===== config.mk =====
export PLATFORM = sky130hd
export DESIGN_NAME = gregorian_date_subtract_days
export DESIGN_NICKNAME = d
export VERILOG_FILES = /design/src/sv/gdsd_pkg.sv /design/src/sv/gdsd_regs.sv /design/src/sv/gdsd_core.sv /design/src/sv/gregorian_date_subtract_days.sv
export SDC_FILE = /design/constraint.sdc
export NUM_CORES = 1
export LEC_CHECK = 0
export BUFFER_PORTS_ARGS = -buffer_cell sky130_fd_sc_hd__buf_2
export CAP_MARGIN = 25
export CORE_MARGIN = 10
export CORE_UTILIZATION = 51
export DETAILED_ROUTE_END_ITERATION = 8
export PLACE_DENSITY = 0.77
export SLEW_MARGIN = 40
export SYNTH_ARGS = -nofsm -noshare
export SYNTH_HDL_FRONTEND = slang
export SYNTH_HIERARCHICAL = 1
export SYNTH_SLANG_ARGS = --single-unit

===== constraint.sdc =====
create_clock -name clk -period 3 [get_ports clk]
set_input_delay 0.45 -clock clk [delete_from_list [all_inputs] [get_ports clk]]
set_output_delay 0.45 -clock clk [all_outputs]
set_load 0.02 [all_outputs]

===== src/sv/gdsd_pkg.sv =====
// gdsd_pkg: shared constants, status codes and calendar helpers for the
// Gregorian date minus days block. No dependencies.
`default_nettype none

package gdsd_pkg;

  // Result status codes
  localparam logic [2:0] STS_OK        = 3'd0;
  localparam logic [2:0] STS_BAD_YEAR  = 3'd1;
  localparam logic [2:0] STS_BAD_MONTH = 3'd2;
  localparam logic [2:0] STS_BAD_DAY   = 3'd3;
  localparam logic [2:0] STS_UNDERFLOW = 3'd4;

  // Register map (word index)
  localparam logic REG_MIN_YEAR = 1'b0;
  localparam logic REG_MAX_YEAR = 1'b1;

  // Reset values of the year window
  localparam int unsigned MIN_YEAR_RST = 1582;
  localparam int unsigned MAX_YEAR_RST = 2024;

  // Calendar constants
  localparam logic [3:0] MONTH_JAN = 4'd1;
  localparam logic [3:0] MONTH_FEB = 4'd2;
  localparam logic [3:0] MONTH_DEC = 4'd12;
  localparam int unsigned CENTURY      = 100;
  localparam int unsigned QUAD_CENTURY = 400;

  // Residue unit: restoring reduction modulo 400 over years up to 16 bits
  localparam int unsigned MOD_W     = 17;
  localparam int unsigned MOD_STEPS = 8;
  localparam int unsigned RES_W     = 9;

  // Leap rule from the year modulo 400
  function automatic logic is_leap(input logic [RES_W-1:0] r400);
    logic cent;
    cent = (r400 == RES_W'(CENTURY)) || (r400 == RES_W'(2 * CENTURY)) ||
           (r400 == RES_W'(3 * CENTURY));
    return (r400[1:0] == 2'b00) && !cent;
  endfunction

  function automatic logic [4:0] month_len(input logic [3:0] m, input logic leap);
    logic [4:0] len;
    case (m)
      4'd4, 4'd6, 4'd9, 4'd11: len = 5'd30;
      MONTH_FEB:               len = leap ? 5'd29 : 5'd28;
      default:                 len = 5'd31;
    endcase
    return len;
  endfunction

endpackage

`default_nettype wire


===== src/sv/gdsd_regs.sv =====
// gdsd_regs: APB-style configuration registers holding the year window.
// Depends on gdsd_pkg.
`default_nettype none

module gdsd_regs #(
  parameter int YEAR_WIDTH = 12
) (
  input  wire logic                  clk,
  input  wire logic                  rst_n,
  input  wire logic                  psel,
  input  wire logic                  penable,
  input  wire logic                  pwrite,
  input  wire logic [2:0]            paddr,
  input  wire logic [31:0]           pwdata,
  output logic      [31:0]           prdata,
  output logic                       pready,
  output logic      [YEAR_WIDTH-1:0] min_year,
  output logic      [YEAR_WIDTH-1:0] max_year
);
  import gdsd_pkg::*;

  logic [YEAR_WIDTH-1:0] min_year_r, min_year_nxt;
  logic [YEAR_WIDTH-1:0] max_year_r, max_year_nxt;
  logic                  wr_en;

  assign pready = 1'b1;
  assign wr_en  = psel && penable && pwrite;

  always_comb begin
    min_year_nxt = min_year_r;
    max_year_nxt = max_year_r;
    if (wr_en) begin
      if (paddr[2] == REG_MIN_YEAR) begin
        min_year_nxt = pwdata[YEAR_WIDTH-1:0];
      end else begin
        max_year_nxt = pwdata[YEAR_WIDTH-1:0];
      end
    end
  end

  always_ff @(posedge clk) begin
    if (!rst_n) begin
      min_year_r <= YEAR_WIDTH'(MIN_YEAR_RST);
      max_year_r <= YEAR_WIDTH'(MAX_YEAR_RST);
    end else begin
      min_year_r <= min_year_nxt;
      max_year_r <= max_year_nxt;
    end
  end

  assign prdata   = (paddr[2] == REG_MIN_YEAR) ? 32'(min_year_r) : 32'(max_year_r);
  assign min_year = min_year_r;
  assign max_year = max_year_r;

endmodule

`default_nettype wire


===== src/sv/gdsd_core.sv =====
// gdsd_core: sequencer and shared datapath; reduces the year modulo 400,
// checks the date, then borrows one month per cycle. Depends on gdsd_pkg.
`default_nettype none

module gdsd_core #(
  parameter int DAYS_WIDTH = 16,
  parameter int YEAR_WIDTH = 12
) (
  input  wire logic                  clk,
  input  wire logic                  rst_n,
  input  wire logic [YEAR_WIDTH-1:0] min_year,
  input  wire logic [YEAR_WIDTH-1:0] max_year,
  input  wire logic                  in_valid,
  output logic                       in_ready,
  input  wire logic [4:0]            in_day,
  input  wire logic [3:0]            in_month,
  input  wire logic [YEAR_WIDTH-1:0] in_year,
  input  wire logic [DAYS_WIDTH-1:0] in_days_back,
  output logic                       out_valid,
  input  wire logic                  out_ready,
  output logic      [2:0]            out_status,
  output logic      [4:0]            out_result_day,
  output logic      [3:0]            out_result_month,
  output logic      [YEAR_WIDTH-1:0] out_result_year
);
  import gdsd_pkg::*;

  localparam int D_W = DAYS_WIDTH + 1;

  typedef enum logic [4:0] {
    S_IDLE   = 5'b00001,
    S_MOD    = 5'b00010,
    S_CHECK  = 5'b00100,
    S_BORROW = 5'b01000,
    S_DONE   = 5'b10000
  } state_t;

  state_t                state_r, state_nxt;
  logic [2:0]            step_r, step_nxt;
  logic [MOD_W-1:0]      rem_r, rem_nxt;
  logic [4:0]            day_r, day_nxt;
  logic [3:0]            month_r, month_nxt;
  logic [YEAR_WIDTH-1:0] year_r, year_nxt;
  logic [DAYS_WIDTH-1:0] back_r, back_nxt;
  logic [D_W-1:0]        d_r, d_nxt;
  logic [2:0]            status_r, status_nxt;

  logic [MOD_W-1:0]      thr;
  logic [RES_W-1:0]      r400, r400_dec;
  logic                  wrap, d_low, leap_now;
  logic [3:0]            m_prev;

  assign thr      = MOD_W'(QUAD_CENTURY) << step_r;
  assign r400     = rem_r[RES_W-1:0];
  assign r400_dec = (r400 == '0) ? RES_W'(QUAD_CENTURY - 1) : r400 - RES_W'(1);
  assign leap_now = is_leap(r400);
  assign wrap     = (month_r == MONTH_JAN);
  assign m_prev   = wrap ? MONTH_DEC : month_r - 4'd1;
  assign d_low    = d_r[D_W-1] || (d_r == '0);

  always_comb begin
    state_nxt  = state_r;
    step_nxt   = step_r;
    rem_nxt    = rem_r;
    day_nxt    = day_r;
    month_nxt  = month_r;
    year_nxt   = year_r;
    back_nxt   = back_r;
    d_nxt      = d_r;
    status_nxt = status_r;
    case (state_r)
      S_IDLE: begin
        if (in_valid) begin
          day_nxt   = in_day;
          month_nxt = in_month;
          year_nxt  = in_year;
          back_nxt  = in_days_back;
          rem_nxt   = MOD_W'(in_year);
          step_nxt  = 3'(MOD_STEPS - 1);
          state_nxt = S_MOD;
        end
      end
      S_MOD: begin
        // one restoring step against 400 shifted left
        if (rem_r >= thr) begin
          rem_nxt = rem_r - thr;
        end
        if (step_r == '0) begin
          state_nxt = S_CHECK;
        end else begin
          step_nxt = step_r - 3'd1;
        end
      end
      S_CHECK: begin
        d_nxt = D_W'(day_r) - D_W'(back_r);
        if (year_r < min_year || year_r > max_year) begin
          status_nxt = STS_BAD_YEAR;
          state_nxt  = S_DONE;
        end else if (month_r == 4'd0 || month_r > MONTH_DEC) begin
          status_nxt = STS_BAD_MONTH;
          state_nxt  = S_DONE;
        end else if (day_r == 5'd0 || day_r > month_len(month_r, leap_now)) begin
          status_nxt = STS_BAD_DAY;
          state_nxt  = S_DONE;
        end else begin
          status_nxt = STS_OK;
          state_nxt  = S_BORROW;
        end
      end
      S_BORROW: begin
        if (!d_low) begin
          state_nxt = S_DONE;
        end else if (wrap && year_r <= min_year) begin
          // stepping into the previous year would leave the window
          status_nxt = STS_UNDERFLOW;
          state_nxt  = S_DONE;
        end else begin
          month_nxt = m_prev;
          if (wrap) begin
            year_nxt = year_r - YEAR_WIDTH'(1);
            rem_nxt  = MOD_W'(r400_dec);
            d_nxt    = d_r + D_W'(month_len(m_prev, is_leap(r400_dec)));
          end else begin
            d_nxt    = d_r + D_W'(month_len(m_prev, leap_now));
          end
        end
      end
      S_DONE: begin
        if (out_ready) begin
          state_nxt = S_IDLE;
        end
      end
      default: begin
        state_nxt = S_IDLE;
      end
    endcase
  end

  always_ff @(posedge clk) begin
    if (!rst_n) begin
      state_r <= S_IDLE;
    end else begin
      state_r <= state_nxt;
    end
  end

  always_ff @(posedge clk) begin
    step_r   <= step_nxt;
    rem_r    <= rem_nxt;
    day_r    <= day_nxt;
    month_r  <= month_nxt;
    year_r   <= year_nxt;
    back_r   <= back_nxt;
    d_r      <= d_nxt;
    status_r <= status_nxt;
  end

  assign in_ready         = (state_r == S_IDLE);
  assign out_valid        = (state_r == S_DONE);
  assign out_status       = status_r;
  assign out_result_day   = (status_r == STS_OK) ? d_r[4:0] : 5'd0;
  assign out_result_month = (status_r == STS_OK) ? month_r : 4'd0;
  assign out_result_year  = (status_r == STS_OK) ? year_r : '0;

endmodule

`default_nettype wire


===== src/sv/gregorian_date_subtract_days.sv =====
// Per item: capture the input beat, reduce the year mod 400 by restoring steps,
// check the date, then borrow months (one borrow per cycle through the shared
// adder) while the day is not positive; a rejected date skips the borrow.
// One item at a time; in_ready returns the cycle after the result beat. Reset
// (rst_n low, synchronous) idles the sequencer and loads the year window with
// 1582..2024.
`default_nettype none

// Top level: configuration registers plus the iterative date core.
// Depends on gdsd_pkg, gdsd_regs and gdsd_core.
module gregorian_date_subtract_days #(
  parameter int DAYS_WIDTH = 16,
  parameter int YEAR_WIDTH = 12
) (
  input  wire logic                  clk,
  input  wire logic                  rst_n,
  // configuration port
  input  wire logic                  psel,
  input  wire logic                  penable,
  input  wire logic                  pwrite,
  input  wire logic [2:0]            paddr,
  input  wire logic [31:0]           pwdata,
  output logic      [31:0]           prdata,
  output logic                       pready,
  // input channel
  input  wire logic                  in_valid,
  output logic                       in_ready,
  input  wire logic [4:0]            in_day,
  input  wire logic [3:0]            in_month,
  input  wire logic [YEAR_WIDTH-1:0] in_year,
  input  wire logic [DAYS_WIDTH-1:0] in_days_back,
  // result channel
  output logic                       out_valid,
  input  wire logic                  out_ready,
  output logic      [2:0]            out_status,
  output logic      [4:0]            out_result_day,
  output logic      [3:0]            out_result_month,
  output logic      [YEAR_WIDTH-1:0] out_result_year
);
  import gdsd_pkg::*;

  logic [YEAR_WIDTH-1:0] min_year;
  logic [YEAR_WIDTH-1:0] max_year;

  // Year window; the user must write it only while the core is idle (not enforced here).
  gdsd_regs #(
    .YEAR_WIDTH (YEAR_WIDTH)
  ) u_regs (
    .clk      (clk),
    .rst_n    (rst_n),
    .psel     (psel),
    .penable  (penable),
    .pwrite   (pwrite),
    .paddr    (paddr),
    .pwdata   (pwdata),
    .prdata   (prdata),
    .pready   (pready),
    .min_year (min_year),
    .max_year (max_year)
  );

  // Capture the beat, reduce the year mod 400 for the leap rule, check the
  // date in year/month/day order, then borrow month by month and hold the
  // result until the downstream side takes it.
  gdsd_core #(
    .DAYS_WIDTH (DAYS_WIDTH),
    .YEAR_WIDTH (YEAR_WIDTH)
  ) u_core (
    .clk              (clk),
    .rst_n            (rst_n),
    .min_year         (min_year),
    .max_year         (max_year),
    .in_valid         (in_valid),
    .in_ready         (in_ready),
    .in_day           (in_day),
    .in_month         (in_month),
    .in_year          (in_year),
    .in_days_back     (in_days_back),
    .out_valid        (out_valid),
    .out_ready        (out_ready),
    .out_status       (out_status),
    .out_result_day   (out_result_day),
    .out_result_month (out_result_month),
    .out_result_year  (out_result_year)
  );

endmodule

`default_nettype wire


==> summary.txt <==
Clock tree
  – Root buf cell: clkbuf_16
  – # hold bufs at CTS: 0
  – Clk_lat worst skew: approximately 0.36 ns
  – CTS clk-pin slew, worst paths: 0.07 ns
  – CTS tree: yes
  – CTS buffer count: 9
  – Clock Sinks: 106
  – Max H-tree Level: 3
  – Maximum clock path buffer count: 2

Drt
  – Routed via count: just over 6000
  – Final antenna-violating net count: 0
  – Drt total wl: roughly 19 mm
  – Vias per cell: approximately 5.5
  – DR iter-0 viols: around 430
  – Number of remaining DRC errors: 0
  – WL/cell: ~17 microns
  – TritonRoute pass-1 iters: 5

GRT
  – GR Overflow Total: 0
  – Largest net degree at the start of global routing: between 60 and 70
  – Initial antenna violation count: 1
  – Number of global-route vias before repair: ~6200
  – Gr usage total: 0.1846
  – First-pass GRT wire length: 30.04 mm

Critical path
  – Buf+Inv Stages, Crit Path: 1
  – Slowest CP cell: edfxtp_1
  – WS Path Type: reg2reg
  – Worst setup SP type: flip-flop
  – Crit-path cells: nor2b_4 > nor2_2 > a31oi_4 > o31ai_4 > o21ai_2 > nand3_2 > o21ai_2 > ha_2 > inv_2 > fa_2 > nor3b_4 > nor2b_4 > nor3b_4 > nand3_2 > xnor2_2 > nor2_1 > a21oi_1
  – Critical Path RT: approximately 3.1 ns
  – Crit-path leading delay family: simple AND/OR/NAND/NOR gates
  – Crit. End Element: flip-flop
  – Worst R2R Path Depth: 17
  – Max incr delay on CP: just over 0.5 ns
  – CP Data Arrival Time: between 3 and 4 ns
  – Crit Path Max Fanout: 4
  – Critical Path Stages: 17

Logic synthesis
  – Cell area after synthesis: roughly 0.0073 sq mm
  – Post-synthesis cell type count: between 60 and 70
  – Ys Warns: 6
  – Prevailing post-synth register cell: edfxtp_1
  – Mean instance size in the synthesized netlist: around 9.3 sq um
  – Fraction of registers with async set/reset: 0
  – Yosys reg bits: around 110
  – Register area share after synthesis: 0.3972
  – Syn Inst Count: a little under 800
  – EDFF count, synth: 77

Timing
  – Worst hold slack: around 0.26 ns
  – Setup-failing EPs final: 5
  – Clk_skew: 0.008636 ns
  – RSZ-0062 raised after global routing: yes
  – Worst slew pin tran: approximately 0.81 ns
  – Relative max-transition margin: 0.4581
  – Slew Viols, Final: 0
  – Tmin final: between 3 and 4 ns
  – Setup ws final: -0.1787 ns
  – Fin. Hold Viols: 0
  – Setup TNS: -0.6074 ns
  – Fmax: approximately 310 MHz
  – Fin crit share: 1.060

Floorplanning
  – Die Span X: roughly 140 microns
  – Ports: between 100 and 150
  – Die Area: 0.01946 sq mm
  – Core Area: about 0.014 sq mm
  – Row count: 43
  – Die H: between 100 and 150 microns
  – Initial Util: 0.5227

Finish
  – Final Instance Count excl. Fillers: ~1100
  – Layout Nets: 1068
  – Share of layout cells above drive strength 1: 0.2476
  – Area grow syn2layout: 21.42%
  – Fin util: 0.6346

Power and ir drop
  – Pwr dens: just over 500 mW/mm^2
  – Worst vdd ir: 0.4443 mV
  – Leakage power: roughly 0.0038 uW

Place
  – DP HPWL: 13.83 mm
  – RePlAce Congestion: approximately 0.86
  – I/O Buffers: 94
  – Placed Cells incl. Taps: 1091
  – DP Worst Slack: -0.1550 ns

Run
  – Max Cap Viol: 0

Min path
  – Hold Crit Depth: 1
  – Hold Crit Class: in2reg

Status
  – Status: complete, but fails checks
  – Violated checks: negative setup slack
registers in the layout, summed over array words and instances, names as in the netlist:
name               count
u_core/month_r         4
u_core/d_r            17
u_core/year_r         12
u_core/back_r         16
u_core/out_status      3
u_core/day_r           5
u_core/rem_r          17
u_core/state_r         5
u_regs/max_year       12
u_core/step_r          3
u_regs/min_year       12
cells in the final DEF, fill, tap and decap left out, types with 9 or more instances in the layout:
cell and instances:
clkbuf_16 9, inv_1 47, nor4_1 14, o21ai_0 38, xnor2_1 27, buf_2 94
mux2_2 12, nand2_1 82, xor2_1 20, a21oi_1 42, conb_1 21, buf_4 63
nand4_1 13, nor2b_1 29, edfxtp_1 77, nand3_1 14, nor2_1 58, mux2i_1 27
ha_1 57, and2_1 26, dfxtp_1 29, nor3_1 16
worst register-to-register path, stage by stage (launching register included):
cell	delay (ns)
edfxtp_1	0.51
nor2b_4	0.20
nor2_2	0.06
a31oi_4	0.17
o31ai_4	0.10
o21ai_2	0.14
nand3_2	0.10
o21ai_2	0.08
ha_2	0.20
inv_2	0.04
fa_2	0.34
nor3b_4	0.16
nor2b_4	0.15
nor3b_4	0.22
nand3_2	0.13
xnor2_2	0.16
nor2_1	0.09
a21oi_1	0.05
worst paths after layout:
kind                                          from                  to  slack [ns]
worst max register to register     u_core/rem_r[8]      u_core/d_r[10]       -0.18
worst max-delay path               u_core/rem_r[8]      u_core/d_r[10]       -0.18
worst min register to register  u_regs/min_year[8]  u_regs/min_year[8]        0.49
worst min-delay path               in_days_back[7]    u_core/back_r[7]        0.26
cell usage after synthesis (all sizes together) (20+ instances only):
master	instances	share of area
a21oi	43	0.030
and2	27	0.023
buf	28	0.027
dfxtp	29	0.080
edfxtp	77	0.32
ha	59	0.10
inv	51	0.026
mux2i	27	0.037
nand2	82	0.042
nor2	60	0.031
nor2b	32	0.027
o21ai	42	0.029
xnor2	28	0.034
xor2	20	0.024
per-stage QoR:
| stage | cell area, sq um | power [uW] |
|---|---|---|
| floorplan | 7393 | 2763 |
| global placement | 8318 | 3192 |
| detailed placement | 8318 | 3237 |
| CTS | 8678 | 4515 |
| global route | 8841 | 4829 |
| finish | 8843 | 4582 |
report_power, final:
part	internal [uW]	total (uW)	switching [uW]
logic	647	1470	819
registers	1760	1870	109
clock network	663	1240	581
total	3070	4580	1510
cell families (layout without fill, tap and decap cells):
| kind of cell | Yosys count | in the layout | share of synthesized area |
|---|---|---|---|
| other | 2 | 22 | 0.001031 |
| and+or+nand+nor | 295 | 295 | 0.2048 |
| DFF | 106 | 106 | 0.3972 |
| muxes | 39 | 39 | 0.05566 |
| buffers and inverters | 94 | 227 | 0.06150 |
| adders and majority gates | 61 | 61 | 0.1069 |
| xor gates and xnor gates | 48 | 48 | 0.05772 |
| AOI/OAI and AO/OA | 136 | 136 | 0.1153 |
layer usage:
layer / vias up / track usage / routed length (microns)
li1: 3026 / - / -
met3: 26 / 0.05070 / 1226
met2: 203 / 0.3282 / 9372
met5: - / 0 / 0
met4: 0 / 0.04778 / 308
met1: 2877 / 0.2126 / 7612
area by class of cell:
class                      count  area [sq um]
antenna                        1         2.502
clock buffer                   9         225.2
clock inverter                 7         81.33
fill                        1144          5091
inverter                      51         191.4
multi-input combinational    600          4230
sequential                   106          2893
tap                          180         225.2
timing repair buffer         160         994.7
repair_timing:
item                                    in CTS  in global routing
endpoints found under the setup margin       7                 36
pin swaps                                    9                 15
buffers inserted                             3                  4
endpoints found under the hold margin        0                  0
gates resized for setup                     11                 24
(Power assumes the default switching activity.)
